===== src/design/cctab_pkg.sv =====
// Shared types and constants for the circle candidate merge table.
// No dependencies; imported by every module of the block.
`default_nettype none
package cctab_pkg;

	localparam int COORD_FRAC_BITS = 4;
	localparam int TOL_PIXELS      = 15;
	localparam int MAX_RESULTS     = 16;
	localparam int WEIGHT_W        = 24;
	localparam int COORD_W         = 16;
	localparam int SUPPORT_W       = 6;

	localparam logic [WEIGHT_W-1:0] WEIGHT_MAX = '1;

	localparam logic [23:0] CTOL_RESET = 24'(TOL_PIXELS << (2 * COORD_FRAC_BITS));
	localparam logic [15:0] RTOL_RESET = 16'(TOL_PIXELS << COORD_FRAC_BITS);
	localparam logic [4:0]  MAXREP_RESET = 5'd11;

	localparam logic FUNC_ADD    = 1'b0;
	localparam logic FUNC_FINISH = 1'b1;

	localparam logic [1:0] ST_OK     = 2'd0;
	localparam logic [1:0] ST_MERGED = 2'd1;
	localparam logic [1:0] ST_FULL   = 2'd2;

	localparam logic [1:0] REG_CTOL   = 2'd0;
	localparam logic [1:0] REG_RTOL   = 2'd1;
	localparam logic [1:0] REG_MAXREP = 2'd2;

	typedef struct packed {
		logic signed [COORD_W-1:0] x;
		logic signed [COORD_W-1:0] y;
		logic [COORD_W-1:0]        r;
		logic [WEIGHT_W-1:0]       w;
	} entry_t;

	typedef struct packed {
		logic signed [COORD_W-1:0] x;
		logic signed [COORD_W-1:0] y;
		logic [COORD_W-1:0]        r;
		logic [SUPPORT_W-1:0]      w;
	} cand_t;

endpackage
`default_nettype wire


===== src/design/cctab_merge.sv =====
// Weighted-average merge unit: multipliers shared by the x, y and r fields and a restoring divider.
// Depends on cctab_pkg for the entry and candidate types.
`default_nettype none
module cctab_merge (
	input  wire                  clk,
	input  wire                  arst_n,
	input  wire                  go,
	input  cctab_pkg::entry_t    old_ent,
	input  cctab_pkg::cand_t     cand,
	output logic                 done,
	output cctab_pkg::entry_t    res
);
	import cctab_pkg::*;

	localparam logic [2:0] M_IDLE = 3'd0;
	localparam logic [2:0] M_MUL1 = 3'd1;
	localparam logic [2:0] M_MUL2 = 3'd2;
	localparam logic [2:0] M_PREP = 3'd3;
	localparam logic [2:0] M_DIV  = 3'd4;
	localparam logic [2:0] M_FIN  = 3'd5;
	localparam logic [2:0] M_DONE = 3'd6;

	logic [2:0]          st_q;
	logic [1:0]          fld_q;
	entry_t              old_q;
	cand_t               cand_q;
	logic [24:0]         sum_q;
	logic signed [41:0]  p1_q;
	logic signed [41:0]  p2_q;
	logic                neg_q;
	logic [43:0]         rem_q;
	logic [16:0]         quo_q;
	logic [4:0]          bit_q;
	logic                done_q;
	entry_t              res_q;

	logic signed [16:0]  opnd_old;
	logic signed [16:0]  opnd_new;
	logic signed [41:0]  prod_old;
	logic signed [42:0]  num;
	logic [42:0]         mag;
	logic [43:0]         dshift;
	logic [16:0]         sval;
	logic [24:0]         sum_c;

	assign sum_c = 25'(old_ent.w) + 25'(cand.w);

	always_comb begin
		case (fld_q)
			2'd0: begin
				opnd_old = 17'(old_q.x);
				opnd_new = 17'(cand_q.x);
			end
			2'd1: begin
				opnd_old = 17'(old_q.y);
				opnd_new = 17'(cand_q.y);
			end
			default: begin
				opnd_old = $signed({1'b0, old_q.r});
				opnd_new = $signed({1'b0, cand_q.r});
			end
		endcase
		prod_old = opnd_old * $signed({1'b0, old_q.w});
		num    = 43'(p1_q) + 43'(p2_q);
		mag    = num[42] ? 43'(-num) : 43'(num);
		dshift = 44'(sum_q) << bit_q;
		sval   = neg_q ? 17'(-quo_q) : quo_q;
	end

	always_ff @(posedge clk or negedge arst_n) begin
		if (!arst_n) begin
			st_q   <= M_IDLE;
			done_q <= 1'b0;
		end else begin
			done_q <= 1'b0;
			unique case (st_q)
				M_IDLE: begin
					if (go) begin
						st_q <= (sum_c == 25'd0) ? M_DONE : M_MUL1;
					end
				end
				M_MUL1: st_q <= M_MUL2;
				M_MUL2: st_q <= M_PREP;
				M_PREP: st_q <= M_DIV;
				M_DIV: begin
					if (bit_q == 5'd0) begin
						st_q <= M_FIN;
					end
				end
				M_FIN: st_q <= (fld_q == 2'd2) ? M_DONE : M_MUL1;
				M_DONE: begin
					done_q <= 1'b1;
					st_q   <= M_IDLE;
				end
				default: st_q <= M_IDLE;
			endcase
		end
	end

	always_ff @(posedge clk) begin
		case (st_q)
			M_IDLE: begin
				if (go) begin
					old_q  <= old_ent;
					cand_q <= cand;
					sum_q  <= sum_c;
					res_q  <= old_ent;
					fld_q  <= 2'd0;
				end
			end
			M_MUL1: p1_q <= prod_old;
			M_MUL2: p2_q <= 42'(opnd_new * $signed({19'b0, cand_q.w}));
			M_PREP: begin
				neg_q <= num[42];
				rem_q <= 44'(mag) + 44'(sum_q >> 1);
				quo_q <= '0;
				bit_q <= 5'd16;
			end
			M_DIV: begin
				if (rem_q >= dshift) begin
					rem_q        <= rem_q - dshift;
					quo_q[bit_q] <= 1'b1;
				end
				bit_q <= bit_q - 5'd1;
			end
			M_FIN: begin
				case (fld_q)
					2'd0:    res_q.x <= sval[15:0];
					2'd1:    res_q.y <= sval[15:0];
					default: begin
						res_q.r <= sval[15:0];
						res_q.w <= (sum_q > 25'(WEIGHT_MAX)) ? WEIGHT_MAX : sum_q[23:0];
					end
				endcase
				fld_q <= fld_q + 2'd1;
			end
			default: ;
		endcase
	end

	assign done = done_q;
	assign res  = res_q;

endmodule
`default_nettype wire


===== config.mk =====
export PLATFORM = sky130hd
export DESIGN_NAME = cctab_merge
export DESIGN_NICKNAME = d
export VERILOG_FILES = /design/src/design/cctab_pkg.sv /design/src/design/cctab_merge.sv
export SDC_FILE = /design/constraint.sdc
export NUM_CORES = 2
export LEC_CHECK = 0
export ABC_CLOCK_PERIOD_IN_PS = 18980
export BUFFER_PORTS_ARGS = -buffer_cell sky130_fd_sc_hd__clkbuf_2
export CAP_MARGIN = 10
export CORE_UTILIZATION = 56
export CTS_BUF_LIST = sky130_fd_sc_hd__clkbuf_4 sky130_fd_sc_hd__clkbuf_8
export CTS_CLUSTER_SIZE = 14
export DETAILED_ROUTE_END_ITERATION = 10
export PLACE_DENSITY = 0.81
export SLEW_MARGIN = 20
export SYNTH_ARGS = -nofsm -noshare
export SYNTH_HDL_FRONTEND = slang
export SYNTH_SLANG_ARGS = --single-unit

===== constraint.sdc =====
create_clock -name clk -period 18.98 [get_ports clk]
set_clock_uncertainty 0.1 [all_clocks]
set_input_delay 2.847 -clock clk [delete_from_list [all_inputs] [get_ports clk]]
set_output_delay 2.847 -clock clk [all_outputs]
set_load 0.02 [all_outputs]

-- Yosys cells after proc, flatten, opt, wreduce, memory -nomap -nowiden
Index checks and enable logic that the tools add are counted.
- register bits after elaboration: 362
- input port bits: 129
- output and inout port bits: 73
- word-level logic and storage cells: 92
- add/subtract/negate cells: 8
- $mul: 2
- $lt $le $gt $ge: 4
- equality and inequality tests: 14
- shift-type cells: 1
- muxes and demuxes: 25
- bitwise logic cells: 1
- reduce and logical (&&, ||, !) cells: 15
- operators with widths (cell ; number):
    $pmux 72 s2 ; 1
    $pmux 17 s2 ; 3
    $pmux 44 s2 ; 1
    $mux 72 ; 1
    $mux 16 ; 3
    $add 43x24->44 ; 1
    $ge 44x44->1 ; 1
    $mux 44 ; 1
    $shl 25x5->44 ; 1
    $sub 44x44->44 ; 1
    $add 42x24->43 ; 1
    $mux 43 ; 1
    $neg 43->43 ; 1
    $mul 17x25->42 ; 1
    $mux 40 ; 1
    $add 24x6->25 ; 1
    $gt 25x24->1 const B ; 1
    $logic_not 25->1 ; 1
    $mul 17x7->24 ; 1
    $mux 24 ; 1
    $pmux 3 s6 ; 1
    $mux 17 ; 1
    $or 17x17->17 ; 1
    $neg 16->16 ; 1
    25 further kinds ; 42

-- Logic depth before layout (Yosys ltp)
- depth after elaboration: 7
- depth in mapped cells: 35
- depth with buffers taken out: 32

-- Worst setup path after synthesis
Ideal clock, no wire load.
- path kind: reg2reg
- from: register bit_q[0]
- to: register quo_q[0], enable pin
- library setup time: 561 ps
- arrival time: 8655 ps
- required time: 18319 ps
- slack: 9664 ps
- stages on the path, launching flop included: 25
- path buffers: 4
- clock period less this slack: 9316 ps
- cell sequence: edfxtp_1 clkbuf_1 buf_1 clkbuf_1 clkbuf_1 o21ai_0 o21ai_0 o21ai_0 nor2_1 a31oi_1 ha_1 a21o_1 a21o_1 a21oi_1 nand2_1 a221o_1 and2_1 a21oi_1 a31o_2 o21ai_0 a221o_1 a21oi_1 a21oi_1 a211oi_1 o21ai_0
- cells in the longest elaborated chain, start to end: 4
- ends and longest elaborated chain (what ; RTL line ; text):
    from (decl) ; cctab_merge.sv:33 ; logic [4:0] bit_q;
    from (signal assigned) ; cctab_merge.sv:124 ; bit_q <= bit_q - 5'd1;
    $shl 25x5->44 ; cctab_merge.sv:66 ; dshift = 44'(sum_q) << bit_q;
    $ge 44x44->1 ; cctab_merge.sv:120 ; if (rem_q >= dshift) begin
    $ne 2x2->1 (no source line) ; -- ;
    $reduce_and 2->1 (no source line) ; -- ;
    to (signal assigned) ; cctab_merge.sv:116 ; quo_q <= '0;
    to (signal, indexed assignment) ; cctab_merge.sv:122 ; quo_q[bit_q] <= 1'b1;
    to (decl) ; cctab_merge.sv:32 ; logic [16:0] quo_q;
No other way between the ends.
A chain may end at the register's enable or synchronous reset.

-- Worst setup path after layout
- from: register fld_q[0]
- to: register p1_q[41], data pin
- cells in the longest elaborated chain, start to end: 3
- elaborated cells on any way between the ends: 4
- classes of those cells: 1 x mul; 1 x eq/ne; 1 x mux; 1 x reduce/logical
- ends and longest elaborated chain (what ; RTL line ; text):
    from (decl) ; cctab_merge.sv:24 ; logic [1:0] fld_q;
    from (signal assigned) ; cctab_merge.sv:135 ; fld_q <= fld_q + 2'd1;
    $eq 2x1->1 or $logic_not 2->1 (tied branches) ; cctab_merge.sv:49 ; case (fld_q)
    $pmux 17 s2 * ; cctab_merge.sv:49 ;
    $mul 17x25->42 * ; cctab_merge.sv:63 ; prod_old = opnd_old * $signed({1'b0, old_q.w});
    net prod_old[41] ; cctab_merge.sv:39 ; logic signed [41:0] prod_old;
    to (signal assigned) ; cctab_merge.sv:111 ; M_MUL1: p1_q <= prod_old;
    to (decl) ; cctab_merge.sv:28 ; logic signed [41:0] p1_q;
Mark *: on every way through the listed nets, which the timed path passes. The rest lies on a longest branch.

==> results by group <==
Run status
  • Status: finished clean

Route
  • Per-cell routed wire length: between 20 and 25 µm
  • Number of DRC markers in iteration 0: about 3,000
  • Via count: about 32,000
  • Router iterations before antenna repair: 6
  • Antenna-violating nets left: 0
  • Routed WL: between 100,000 and 150,000 µm
  • Residual DRC count: 0
  • Number of vias per cell: approximately 6

Cells and area
  • Final nets: 5,223
  • Fillers: slightly below 6,000
  • Register area: approximately 0.011 mm²
  • Post-route insts no fill: roughly 5,400
  • Area of the multi-input gates: 0.02682 mm²
  • Area grow syn2layout: 7.591%
  • Share of layout cells above drive strength 1: 9.738%

Critical path
  • Crit path launch: fld_q[0]
  • WP buf/inv: 3
  • Crit end category: flop
  • Worst setup path class: flop to flop
  • Top Family by Delay on Critical Path: adder cells
  • WP data required: around 19 ns
  • Critical path's largest stage delay: around 0.8 ns
  • RR Startpoint: fld_q[0]
  • Crit Path Max Fanout: 34
  • Arrival @ worst endpoint: between 10 and 15 ns
  • Slowest cell on the critical path: nand2_1
  • Worst setup SP type: flop
  • Cell repeated most along the worst path: fa_1

STA
  • RSZ-0062 raised after global routing: no
  • Final Worst Setup Slack: just over 9 ns
  • Final period util: between 50% and 60%
  • Slew HR: about a quarter
  • Max Freq: 101.7 MHz
  • TNS Setup: 0 ns
  • Max Slew Vio Count: 0
  • Setup violators final: 0
  • Hold Vio Cnt, Final: 0
  • Post-layout min period: a little under 10 ns
  • Worst-Margin Slew: 1.102 ns

CTS
  • Post-CTS Setup Bufs: 0
  • Htree depth: 2
  • Root buf cell: clkbuf_8
  • TritonCTS clock tree: done
  • Worst-skew pair later-pin latency: roughly 0.73 ns
  • CTS buffer count: 60
  • CTS max path bufs: 3
  • Clock sinks: roughly 360
  • Clk pin slew, worst setup/hold paths: 0.07 ns
  • Post_cts resized: 0
  • Hold_buf cts: 0

Synthesis
  • Syn avg cell area: about 9.5 µm²
  • Post-synth EDFFs: 357
  • Post-synth top area share: a little over a quarter
  • Synthesized netlist cell count: between 4,000 and 5,000
  • Primary FF master, synth: edfxtp_1
  • Yosys warnings: 0
  • Register area share after synthesis: ~27%
  • Synth cell types: around 110
  • Syn Nets: about 5,100
  • FFs w/ async S/R, synth: ~1.1%
  • Synth area leaders: edfxtp_1 (27%), fa_1 (20%), ha_1 (9.8%), nand2_1 (5.4%), inv_1 (5.0%)
  • Post-Syn Area: approximately 0.040 mm²
  • Count leader, synth: nand2_1
  • Synth area leader: edfxtp_1
  • Post-synth top cells: nand2_1 (581), inv_1 (532), fa_1 (404), edfxtp_1 (357), ha_1 (315)
  • Synth Register Bits: 361

Pwr
  • Peak supply drop: between 0.06 and 0.07 mV
  • Leakage: about 20 nW
  • PD cells: between 30 and 40 mW/mm²

Global routing
  • Most Used Layer, Global Route: met2
  • Global-route met2 utilization: 48.09%
  • Tot GR Track Use: approximately 30%
  • Initial antenna violation count: 6
  • Global-route wire length before repair: between 150,000 and 200,000 µm
  • Vias in the first global route: approximately 32,000
  • Largest net degree at the start of global routing: a little under 90
  • Gr ovfl total: 0
  • GR Util met3: between 8 and 9%
  • Met1 Track Usage GR: roughly 40%

Floorplan
  • Vert. Die Dim: between 200 and 300 µm
  • Row count: 97
  • Initial Utilization: between 50% and 60%
  • Core area: around 0.071 mm²
  • I/O pin cnt: 202
  • Die footprint: ~0.073 mm²
  • Die Width: around 270 µm

Hold path
  • Worst hold start: quo_q[15]
  • Worst hold path class: flop to flop

Place
  • HPWL after DPL: between 80,000 and 90,000 µm
  • Routability congestion estimate: between 0.9 and 1
  • IO Port Bufs: 201
  • DP Cell Count: between 5,000 and 6,000
  • Post-placement setup slack: a little over 9 ns

Flow run
  • Max-Cap Viols: 0
==> per-stage QoR <==
step / util, % / area, µm² / hold slack (ns) / total power [W]
finish: 61.34 / 43330 / 0.5029 / 0.001662
CTS: 61.32 / 43310 / 0.4995 / 0.001666
detailed placement: 59.51 / 42030 / 0.4904 / 0.0009313
floorplan: - / 40270 / 0.4560 / 0.0009032
global placement: 59.51 / 42030 / 0.4814 / 0.0009304
global route: 61.33 / 43320 / 0.5211 / 0.001702
==> report_power, final <==
group,switching [W],internal (W)
Sequential,0,0.000871
Combinational,0.0000267,0.0000178
Clock,0.000355,0.000391
==> area by class of cell <==
class                      count  share of cell area [%]
clock buffer                  73                   2.175
tap                          940                   2.715
clock inverter                40                  0.7740
inverter                     534                   4.638
antenna                        4                 0.02310
sequential                   361                   24.97
timing repair buffer         229                   2.807
multi-input combinational   3189                   61.89
==> sequential cells by signal, indices dropped and copies added, names as in the netlist <==
| register | cells |
|---|---|
| old_q | 72 |
| res | 72 |
| cand_q | 54 |
| rem_q | 44 |
| p1_q | 42 |
| sum_q | 25 |
| p2_q | 24 |
| quo_q | 16 |
| bit_q | 5 |
| st_q | 3 |
| fld_q | 2 |
| done | 1 |
| neg_q | 1 |
==> cell families after synthesis <==
logic type	synth area share, %
buffers and inverters	6.668
multiplexers	1.780
flip-flops	26.87
AO/OA/AOI/OAI	12.57
AND/OR/NAND/NOR	17.18
adder cells (fa/ha/maj)	29.87
XOR/XNOR	5.055
==> worst paths after layout <==
path                             end  slack, ns  depth (start not counted)
hold / removal             quo_q[15]       0.50                          2
max in group asynchronous       done      16.77                          1
setup reg to reg            p1_q[41]       9.15                         29
setup / recovery            p1_q[41]       9.15                         29
hold reg to reg            quo_q[15]       0.50                          2
min in group asynchronous    st_q[0]       1.87                          1
==> tightest hold or removal path: stages, from the launching register on <==
cell      delay (ns)
edfxtp_1        0.37
a21oi_1         0.05
nor2_1          0.07
==> cell usage in the layout, fill, tap and decap left out, types with 20 or more instances in the layout <==
cell type / instances
xor2_1: 72
a22oi_1: 37
nor2_1: 201
and3_1: 38
a31oi_1: 21
o21bai_1: 26
fa_1: 404
nand4_1: 20
inv_1: 531
o21ai_0: 144
clkbuf_2: 201
edfxtp_1: 357
ha_1: 315
clkbuf_8: 63
nand3_1: 69
o21a_1: 27
mux2i_1: 30
buf_4: 28
nor3_1: 63
a21oi_1: 219
and2_1: 196
nand2_1: 580
xnor2_1: 153
a21o_1: 103
nor2b_1: 88
nand2b_1: 50
==> layer usage <==
layer	wire, µm	vias up	part of all wire (%)
met2	50540	1657	45
met1	43530	15500	39
li1	-	14590	-
met3	13710	256	12
met5	0	-	0
met4	3848	0	3.4
No activity file was read; power rests on OpenSTA's default activity.
