===== src/design/cctab_pkg.sv =====
// Shared types and constants for the circle candidate merge table.
// No dependencies; imported by every module of the block.
`default_nettype none
package cctab_pkg;

	localparam int COORD_FRAC_BITS = 4;
	localparam int TOL_PIXELS      = 15;
	localparam int MAX_RESULTS     = 16;
	localparam int WEIGHT_W        = 24;
	localparam int COORD_W         = 16;
	localparam int SUPPORT_W       = 6;

	localparam logic [WEIGHT_W-1:0] WEIGHT_MAX = '1;

	localparam logic [23:0] CTOL_RESET = 24'(TOL_PIXELS << (2 * COORD_FRAC_BITS));
	localparam logic [15:0] RTOL_RESET = 16'(TOL_PIXELS << COORD_FRAC_BITS);
	localparam logic [4:0]  MAXREP_RESET = 5'd11;

	localparam logic FUNC_ADD    = 1'b0;
	localparam logic FUNC_FINISH = 1'b1;

	localparam logic [1:0] ST_OK     = 2'd0;
	localparam logic [1:0] ST_MERGED = 2'd1;
	localparam logic [1:0] ST_FULL   = 2'd2;

	localparam logic [1:0] REG_CTOL   = 2'd0;
	localparam logic [1:0] REG_RTOL   = 2'd1;
	localparam logic [1:0] REG_MAXREP = 2'd2;

	typedef struct packed {
		logic signed [COORD_W-1:0] x;
		logic signed [COORD_W-1:0] y;
		logic [COORD_W-1:0]        r;
		logic [WEIGHT_W-1:0]       w;
	} entry_t;

	typedef struct packed {
		logic signed [COORD_W-1:0] x;
		logic signed [COORD_W-1:0] y;
		logic [COORD_W-1:0]        r;
		logic [SUPPORT_W-1:0]      w;
	} cand_t;

endpackage
`default_nettype wire


===== src/design/cctab_cell.sv =====
// One table cell of the rotating entry ring.
// Depends on cctab_pkg for the entry type.
`default_nettype none
module cctab_cell (
	input  wire                  clk,
	input  wire                  shift,
	input  wire                  load,
	input  cctab_pkg::entry_t    nb,
	input  cctab_pkg::entry_t    ldata,
	output cctab_pkg::entry_t    q
);
	import cctab_pkg::*;

	entry_t ent_q;

	always_ff @(posedge clk) begin
		if (load) begin
			ent_q <= ldata;
		end else if (shift) begin
			ent_q <= nb;
		end
	end

	assign q = ent_q;

endmodule
`default_nettype wire


===== config.mk =====
export PLATFORM = sky130hd
export DESIGN_NAME = cctab_cell
export DESIGN_NICKNAME = d
export VERILOG_FILES = /design/src/design/cctab_pkg.sv /design/src/design/cctab_cell.sv
export SDC_FILE = /design/constraint.sdc
export NUM_CORES = 1
export LEC_CHECK = 0
export BUFFER_PORTS_ARGS = -buffer_cell sky130_fd_sc_hd__buf_2
export CORE_ASPECT_RATIO = 1.4
export CORE_UTILIZATION = 42
export DETAILED_ROUTE_END_ITERATION = 10
export PLACE_DENSITY = 0.8
export RECOVER_POWER = 100
export SLEW_MARGIN = 20
export SYNTH_ARGS = -nofsm -noshare
export SYNTH_HDL_FRONTEND = slang
export SYNTH_SLANG_ARGS = --single-unit

===== constraint.sdc =====
create_clock -name clk -period 3.1 [get_ports clk]
set_input_delay 0.31 -clock clk [delete_from_list [all_inputs] [get_ports clk]]
set_output_delay 0.31 -clock clk [all_outputs]
set_load 0.02 [all_outputs]

=== Yosys cells after proc, flatten, opt, wreduce, memory -nomap -nowiden ===
Cells that the tools add are included.

* Output and inout port bits: 72
* Input bits: 147
* Register bits: 72
* Logic and storage cells: 7

* Muxes and demuxes: 2
* Reduce and logical (&&, ||, !) cells: 1

{| class="wikitable"
|+ Operators by type and width
! operator !! number
|-
| 2-to-1 mux 72 bit || 2
|-
| nonzero test 2 bit || 1
|}

=== Longest topological paths before layout ===
Gate-level depths: netlist of run 1.

* Depth in word-level cells: 2
* Depth in mapped cells: 3
* Depth with buffers taken out: 1

=== Worst setup path before layout of run 1 ===
No wires, ideal clock.

* Path type: input -> register
* Start: in load
* End: reg ent_q, in the netlist q[0], enable pin
* Library setup time: 434 ps
* Arrival: 2260 ps
* Stages on the path: 3
* Setup slack: 406 ps
* Path through: buf_6 -> buf_12 -> or2_1

* Longest elaborated chain between the ends: 1

{| class="wikitable"
|+ Ends and longest elaborated chain
! element !! line !! RTL
|-
| start, declared || cctab_cell.sv:7 || <nowiki>input wire load,</nowiki>
|-
| nonzero test 2 bit (no source line) || n/a ||
|-
| end signal, assigned || cctab_cell.sv:18 || <nowiki>ent_q <= ldata;</nowiki>
|-
| end signal, assigned || cctab_cell.sv:20 || <nowiki>ent_q <= nb;</nowiki>
|-
| end, declared || cctab_cell.sv:14 || <nowiki>entry_t ent_q;</nowiki>
|}

Every way passes these cells.
A chain may end at the register's enable or synchronous reset.

=== Worst setup path after layout of run 1 ===
* Start: in load
* End: reg ent_q, in the netlist q[17], enable pin

The elaborated chain is that of the path after synthesis.

==> reports/qor.csv, run 1 <==
metric;value;unit
drc;0;
cts_max_path_buffers;2;
io_buffers;218;
cp_slowest_cell;or2_2;
p_leak;1.78;nW
place_inst;465;
row_count;38;
finalSetupTns;0;ns
crit_required;3.03;ns
cts_max_level;3;
rsz0062_at_grt;false;
pin_count;219;
yosysUniqueCellTypes;6;
wire_per_inst;15.4;um
avgViaCountPerCell;4.55;
syn-num-nets;300;
power_density;521;nW/um2
setup_slack;1.04;ns
synth_top_area_share;0.638;
fin_util;0.548;
start_kind;input port;
root_buffer;clkbuf_8;
critPathMaxFanout;72;
grt_overflow;0;
final_cells;480;
seqCellArea;2160;um2
cts_tree;done;
largest_reg_flops;72;
cp_cell_sequence;buf_4, or2_2;
routed_wirelength;7.40;mm
maxCapViolations;1;
ant_nets;0;
cts_inserted_buffers;9;
drt-initial-drc-count;53;
synth_seq_area_share;0.638;
outcome;complete, but fails checks;
syn_area_per_cell;22.2;um2
antenna_found_initial;0;
critical-path-max-stage-delay;1.27;ns
fin_crit_sh;0.664;
netlist_area;3390;um2
n_antenna_cell;0;
cts_setup_buffers;0;
initial_core_util;0.435;
dieArea;8440;um2
worstSetupPathType;input port to flop;
drive_gt1_frac;0.429;
most-common-layout-cells;buf_2, clkbuf_1, edfxtp_1, mux2_1, clkbuf_8;
core;7800;um2
clock.fmax;486;MHz
drtPass1Iterations;4;
die_w;77.9;um
hold_buffers;0;
cts.repair.resized;0;
peakVddDrop;261;uV
endpoint_kind;flop;
yosysWarnings;0;
syn_inst;153;
area_growth;26.2;%
grt_max_degree;73;
cts.sinks;72;
fill_cells;747;
grt_pass1_wl;10.5;mm
vias;2183;
multi_input_area;828;um2
gp_congestion;0.749;
hold_viol_final;0;
synth_top_cells_by_area;edfxtp_1, mux2_4, buf_12;
slew_viol_final;73;
die_y;108;um
grt_pass1_vias;2270;
hold_path.class;input port to flop;
cp.arrival;1.99;ns
report.final.setup_viol;0;
clk_pin_slew_worst_paths;0.07;ns
fin_nets;523;
dp_slack;1.07;ns
worstMarginPinSlew;1.62;ns
violations;max-capacitance violations, max-slew violations;
slew-limit-headroom;-0.0793;
final_common_cell;buf_2;
cp_num_buf_inv;1;
synth_top_area_cell;edfxtp_1;
ys_ff_latch;72;
grtUsageTotal;0.173;
critPathTopFamily;simple AND/OR/NAND/NOR gates;
min_period;2.06;ns
-- per-layer routing --
metal / routed length, um / up-vias / global-route usage
met5: 0 / - / 0
met4: 235 / 0 / 0.123
met3: 562 / 18 / 0.0380
met2: 4000 / 128 / 0.321
met1: 2600 / 993 / 0.167
li1: - / 1044 / -
-- kinds of logic (layout without fill, tap and decap cells) --
kind of cell | after synthesis | count (layout) | share of synthesized area
muxes | 72 | 72 | 0.316
DFF | 72 | 72 | 0.638
buffers and inverters | 8 | 235 | 0.0447
and+or+nand+nor | 1 | 1 | 0.00185
-- report_power, final --
| group | switching, W | internal [W] |
|---|---|---|
| clock | 0.000306 | 0.000282 |
| combinational | 0.000260 | 0.000155 |
| sequential | 0.0000281 | 0.00120 |
-- metrics by stage --
step	power (W)	hold slack (ns)	area [um2]
6_report	0.00223	0.259	4280
5_1_grt	0.00232	0.243	4280
4_1_cts	0.00235	0.248	4620
3_5_place_dp	0.00176	0.613	4470
3_3_place_gp	0.00174	0.611	4470
2_1_floorplan	0.00156	0.527	3390
-- final timing paths --
| check | from | to | slack (ns) | depth (start not counted) |
|---|---|---|---|---|
| worst max-delay path | load | q[17] | 1.04 | 2 |
| worst min-delay path | ldata[8] | q[8] | 0.26 | 2 |
-- synth_stat cells --
library cell and instances:
or2_1 1, mux2_4 69, mux2_2 3, buf_12 7, buf_6 1, edfxtp_1 72
-- final cells by class --
class	count	area share
Tap cell	100	0.0293
Sequential cell	72	0.506
Clock inverter	2	0.00176
Multi-Input combinational cell	73	0.194
Timing Repair Buffer	220	0.237
Clock buffer	13	0.0325
Power figures use the tool's default switching activity.
==> inputs of run 2 (changes only) <==
- CORE_UTILIZATION: 42 -> 38
- PLACE_DENSITY: 0.8 -> 0.76
- clock period: 3.1 -> 1.8 ns (I/O delays scaled with it)
==> run 2 against run 1 <==
Effect of this change:
- the run now ends clean
- sequential share of layout area down 1.8 points
- die area up 10%
- clock-buffer cell count shrank 3
- cell count up 1.0%
- worst hold slack got worse by 0.12 ns
- core utilization fell by 3.4 points
- routed wire length up 1.3%
- clock power rose to 2.5 times the previous value
- non-clock buffer count rose by 2
==> reports/qor.csv, run 2 (synthesized netlist as in run 1, its figures left out) <==
metric;value;unit;change
outcome;finished clean;;
drive_gt1_frac;0.434;;+0.00526
ant_nets;0;;unchanged
hold_path.class;input port to flop;;
cts_tree;done;;
die_y;114;um;+5.0%
hold_viol_final;0;;unchanged
fin_crit_sh;0.693;;
avgViaCountPerCell;4.65;;+2.3%
critical-path-max-stage-delay;0.60;ns;-0.67 ns
dieArea;9310;um2;+10%
fill_cells;831;;+11%
min_period;1.25;ns;
dp_slack;0.585;ns;-0.482 ns
routed_wirelength;7.50;mm;+1.3%
finalSetupTns;0;ns;unchanged
clk_pin_slew_worst_paths;0.05;ns;-0.02 ns
power_density;975;nW/um2;+87%
cts_max_path_buffers;2;;unchanged
postPlaceCellArea;4550;um2;+1.6%
cts_max_level;3;;unchanged
clock.fmax;801;MHz;
crit_required;1.81;ns;-1.22 ns
grt_pass1_wl;10.8;mm;+2.4%
post-dp-hpwl;5.71;mm;
most-common-layout-cells;buf_2, clkbuf_1, edfxtp_1, mux2_1, clkbuf_16;;
initial_core_util;0.394;;-0.0409
hold_buffers;0;;unchanged
final_cell_area;4430;um2;+3.6%
grtUsageTotal;0.161;;-0.0113
cts.sinks;72;;unchanged
wl_met2;3.93;mm;-1.8%
p_leak;1.85;nW;+3.9%
cp_slowest_cell;or2_0;;
pin_count;219;;unchanged
endpoint_kind;flop;;
setup_slack;0.552;ns;-0.491 ns
cp.arrival;1.26;ns;-0.73 ns
cp_num_buf_inv;2;;+1
cts_inserted_buffers;9;;unchanged
n_antenna_cell;0;;unchanged
vias;2256;;+3.3%
critPathTopFamily;simple AND/OR/NAND/NOR gates;;
peakVddDrop;527;uV;+100%
gp_congestion;0.714;;-4.6%
place_inst;472;;+1.5%
die_w;81.8;um;+5.0%
io_buffers;218;;unchanged
core;8610;um2;+10%
drc;0;;unchanged
drtPass1Iterations;4;;unchanged
cts.repair.resized;0;;unchanged
root_buffer;clkbuf_16;;
cp_cell_sequence;clkbuf_1, or2_0, buf_12;;
grt_max_degree;38;;-48%
wire_per_inst;15.5;um;+0.24%
cts_setup_buffers;0;;unchanged
worstSetupPathType;input port to flop;;
rsz0062_at_grt;false;;
grt_overflow;0;;unchanged
worstMarginPinSlew;0.713;ns;-0.906 ns
endpoint;q[63];;
final_cells;485;;+1.0%
largest_reg_flops;72;;unchanged
row_count;40;;+5.3%
fin_nets;525;;+0.38%
antenna_found_initial;0;;unchanged
startpoint;load;;
critPathMaxFanout;34;;-53%
final_common_cell;buf_2;;
crit_cells;3;;+1
area_growth;30.7;%;
slew_viol_final;0;;-100%
grt_pass1_vias;2324;;+2.4%
hold_path.startpoint;nb[41];;
report.final.setup_viol;0;;unchanged
top_layer;met4;;
maxCapViolations;0;;-1
wl_met3;619;um;+10%
drt-met1-wl;2.73;mm;+4.9%
slew-limit-headroom;0.525;;+0.604
start_kind;input port;;
drt-initial-drc-count;62;;+17%
## run 2: cell types whose count changed in the layout (fill, tap and decap cells not counted), sizes merged
cell	before	now
clkinv	2	3
clkbuf	86	84
buf	147	148
## run 2: worst min path at each step
stage,cells past startpoint,end,slack [ns]
4_1_cts,2,q[24],0.14
5_1_grt,2,q[67],0.13
3_3_place_gp,2,q[57],0.48
2_1_floorplan,1,q[0],0.40
3_5_place_dp,2,q[31],0.48
6_report,2,q[41],0.14
## run 2: per-stage QoR
stage          hold slack (ns)  power, W   util
6_report                 0.141   0.00432  0.515
5_1_grt                  0.131   0.00451  0.515
4_1_cts                  0.139   0.00455  0.556
3_5_place_dp             0.484   0.00305  0.528
3_3_place_gp             0.480   0.00302  0.528
2_1_floorplan            0.397   0.00269      -
## run 2: final cells by class
cell class / instances / area [um2] / share of cell area
clock buffers: 10 / 229 / 0.0517
multi-input cells: 73 / 828 / 0.187
well taps: 105 / 131 / 0.0297
clock inverters: 3 / 12.5 / 0.00282
repair buffers: 222 / 1070 / 0.241
flip-flops and latches: 72 / 2160 / 0.488
## run 2: per-layer routing
layer,up-vias,GRT usage
met1,1051,0.156
met2,136,0.289
met4,0,0.104
li1,1051,-
met5,-,0
met3,18,0.0448
## run 2: report_power, final
part / leakage [nW] / total [W] / switching, W / internal, W
clock: 0.119 / 0.00148 / 0.000584 / 0.000895
combinational: 0.994 / 0.000728 / 0.000450 / 0.000278
sequential: 0.734 / 0.00211 / 0.0000492 / 0.00206
==> inputs of run 3 (changes only) <==
- ABC_AREA: default -> 1
- CORE_UTILIZATION: 38 -> 37
- clock period: 1.8 -> 1.1 ns (I/O delays scaled with it)
==> run 3 against run 2 <==
Effect of this change:
- die area decreased by 5.1%
- synthesized area down 7.7%
- sequential share of layout area shrank 0.75 points
- clock-buffer cell count is 1 higher
- synthesized cell count rose by 99%
- sequential power increased by 64%
- critical path type is now flop to primary output
- largest cell class unchanged
- largest power group unchanged
==> reports/qor.csv, run 3 <==
metric;value;unit;change
yosysUniqueCellTypes;6;;unchanged
hold_path.class;input port to flop;;
synth_seq_area_share;0.691;;+0.0533
fin_nets;670;;+28%
min_period;0.993;ns;
die_w;79.7;um;-2.6%
start_kind;flop;;
avgViaCountPerCell;4.38;;-5.8%
final_cells;630;;+30%
clock.fmax;1010;MHz;
n_antenna_cell;0;;unchanged
cts_inserted_buffers;9;;unchanged
wire_per_inst;11.8;um;-24%
endpoint_kind;primary output;;
syn-num-nets;452;;+51%
ant_nets;0;;unchanged
rsz0062_at_grt;false;;
cts.repair.resized;0;;unchanged
yosysWarnings;0;;unchanged
slew-limit-headroom;0.544;;+0.0195
finalSetupTns;0;ns;unchanged
die_y;111;um;-2.6%
root_buffer;clkbuf_16;;
drtPass1Iterations;4;;unchanged
worstMarginPinSlew;0.683;ns;-0.0293 ns
cts_tree;done;;
synth_top_area_cell;edfxtp_1;;
io_buffers;218;;unchanged
syn_inst;305;;+99%
dieArea;8830;um2;-5.1%
largest_reg_flops;72;;unchanged
synth_ff_type;edfxtp_1;;
maxCapViolations;0;;unchanged
busiest_layer;met2;;
post-dp-hpwl;5.51;mm;-3.5%
gp_congestion;0.751;;+5.1%
critPathTopFamily;flip-flops;;
fin_crit_sh;0.903;;
syn_area_per_cell;10.3;um2;-54%
synth_common_cells;nand2_1, edfxtp_1, clkbuf_8, buf_2;;
netlist_area;3130;um2;-7.7%
hold_viol_final;0;;unchanged
cp_num_buf_inv;1;;-1
clk_pin_slew_worst_paths;0.06;ns;about the same
p_leak;2.30;nW;+25%
use_met2;0.315;;+0.0258
outcome;finished clean;;
area_growth;43.8;%;
slew_viol_final;0;;unchanged
final_common_cell;nand2_1;;
cts_setup_buffers;0;;unchanged
cts_max_level;3;;unchanged
use_met1;0.191;;+0.0342
synth_edf_count;72;;unchanged
antenna_found_initial;0;;unchanged
hold_buffers;0;;unchanged
drc;0;;unchanged
critPathMaxFanout;1;;-97%
critical-path-max-stage-delay;0.33;ns;-0.27 ns
place_inst;614;;+30%
yosys.cell_count.top_type;nand2_1;;
grtUsageMet3;0.0420;;-0.00282
grt_pass1_wl;12.1;mm;+12%
drt-initial-drc-count;119;;+92%
crit_required;0.99;ns;-0.82 ns
most-common-layout-cells;nand2_1, buf_2, edfxtp_1, clkbuf_1, clkbuf_2;;
row_count;39;;-2.5%
cts_max_path_buffers;2;;unchanged
power_density;1700;nW/um2;+74%
ys_ff_latch;72;;unchanged
cp_slowest_cell;edfxtp_1;;
vias;2761;;+22%
initial_core_util;0.382;;-0.0122
worstSetupPathType;flop to primary output;;
grt_overflow;0;;unchanged
async_flop_share;0;;unchanged
grt_pass1_vias;2744;;+18%
peakVddDrop;783;uV;+49%
routed_wirelength;7.44;mm;-0.79%
pin_count;219;;unchanged
synth_top_cells_by_area;edfxtp_1, nand2_1, clkbuf_8;;
report.final.setup_viol;0;;unchanged
cp.arrival;0.88;ns;-0.38 ns
grtUsageTotal;0.179;;+0.0178
core;8200;um2;-4.8%
grt_max_degree;73;;+92%
cts.sinks;72;;unchanged
cp_cell_sequence;clkbuf_1;;
synth_top_area_share;0.691;;+0.0533
drive_gt1_frac;0.366;;-0.0687
## run 3: cell type report
type	count	area (um2)
clock buffer	11	233
clock inverter	5	71.3
fill	761	3700
inverter	1	3.75
multi-input combinational	217	820
sequential	72	2160
tap	102	128
timing repair buffer	222	1080
## run 3: stage by stage
step / hold WS (ns) / setup WS, ns / area, um2 / utilization / power [W]
floorplan: 0.289 / -0.116 / 3140 / - / 0.00423
global placement: 0.374 / 0.124 / 4280 / 0.523 / 0.00480
detailed placement: 0.378 / 0.101 / 4280 / 0.523 / 0.00483
CTS: 0.0423 / 0.105 / 4590 / 0.560 / 0.00779
global route: 0.0514 / 0.0512 / 4500 / 0.549 / 0.00799
finish: 0.0515 / 0.107 / 4500 / 0.549 / 0.00764
## run 3: cells by family (layout without fill, tap and decap cells)
kind of cell           Yosys count  after routing  share of synthesized area
AND/OR/NAND/NOR                217            217                      0.261
flip-flops                      72             72                      0.691
buffers and inverters           16            239                     0.0476
## run 3: path summary, 6_finish.rpt
path	start	end	slack, ns	cells after the start
worst max-delay path	q[32]	q[32]	0.11	1
worst min-delay path	nb[18]	q[18]	0.05	3
## run 3: where the power goes
part / internal (W) / switching (W) / total, W
clock network: 0.00196 / 0.000976 / 0.00294
registers: 0.00337 / 0.0000753 / 0.00345
logic: 0.000431 / 0.000820 / 0.00125
## run 3: per-layer routing
layer  share of wire  vias up
li1                -     1414
met1            0.39     1196
met2            0.51      132
met3           0.073       19
met4           0.028        0
met5               0        -
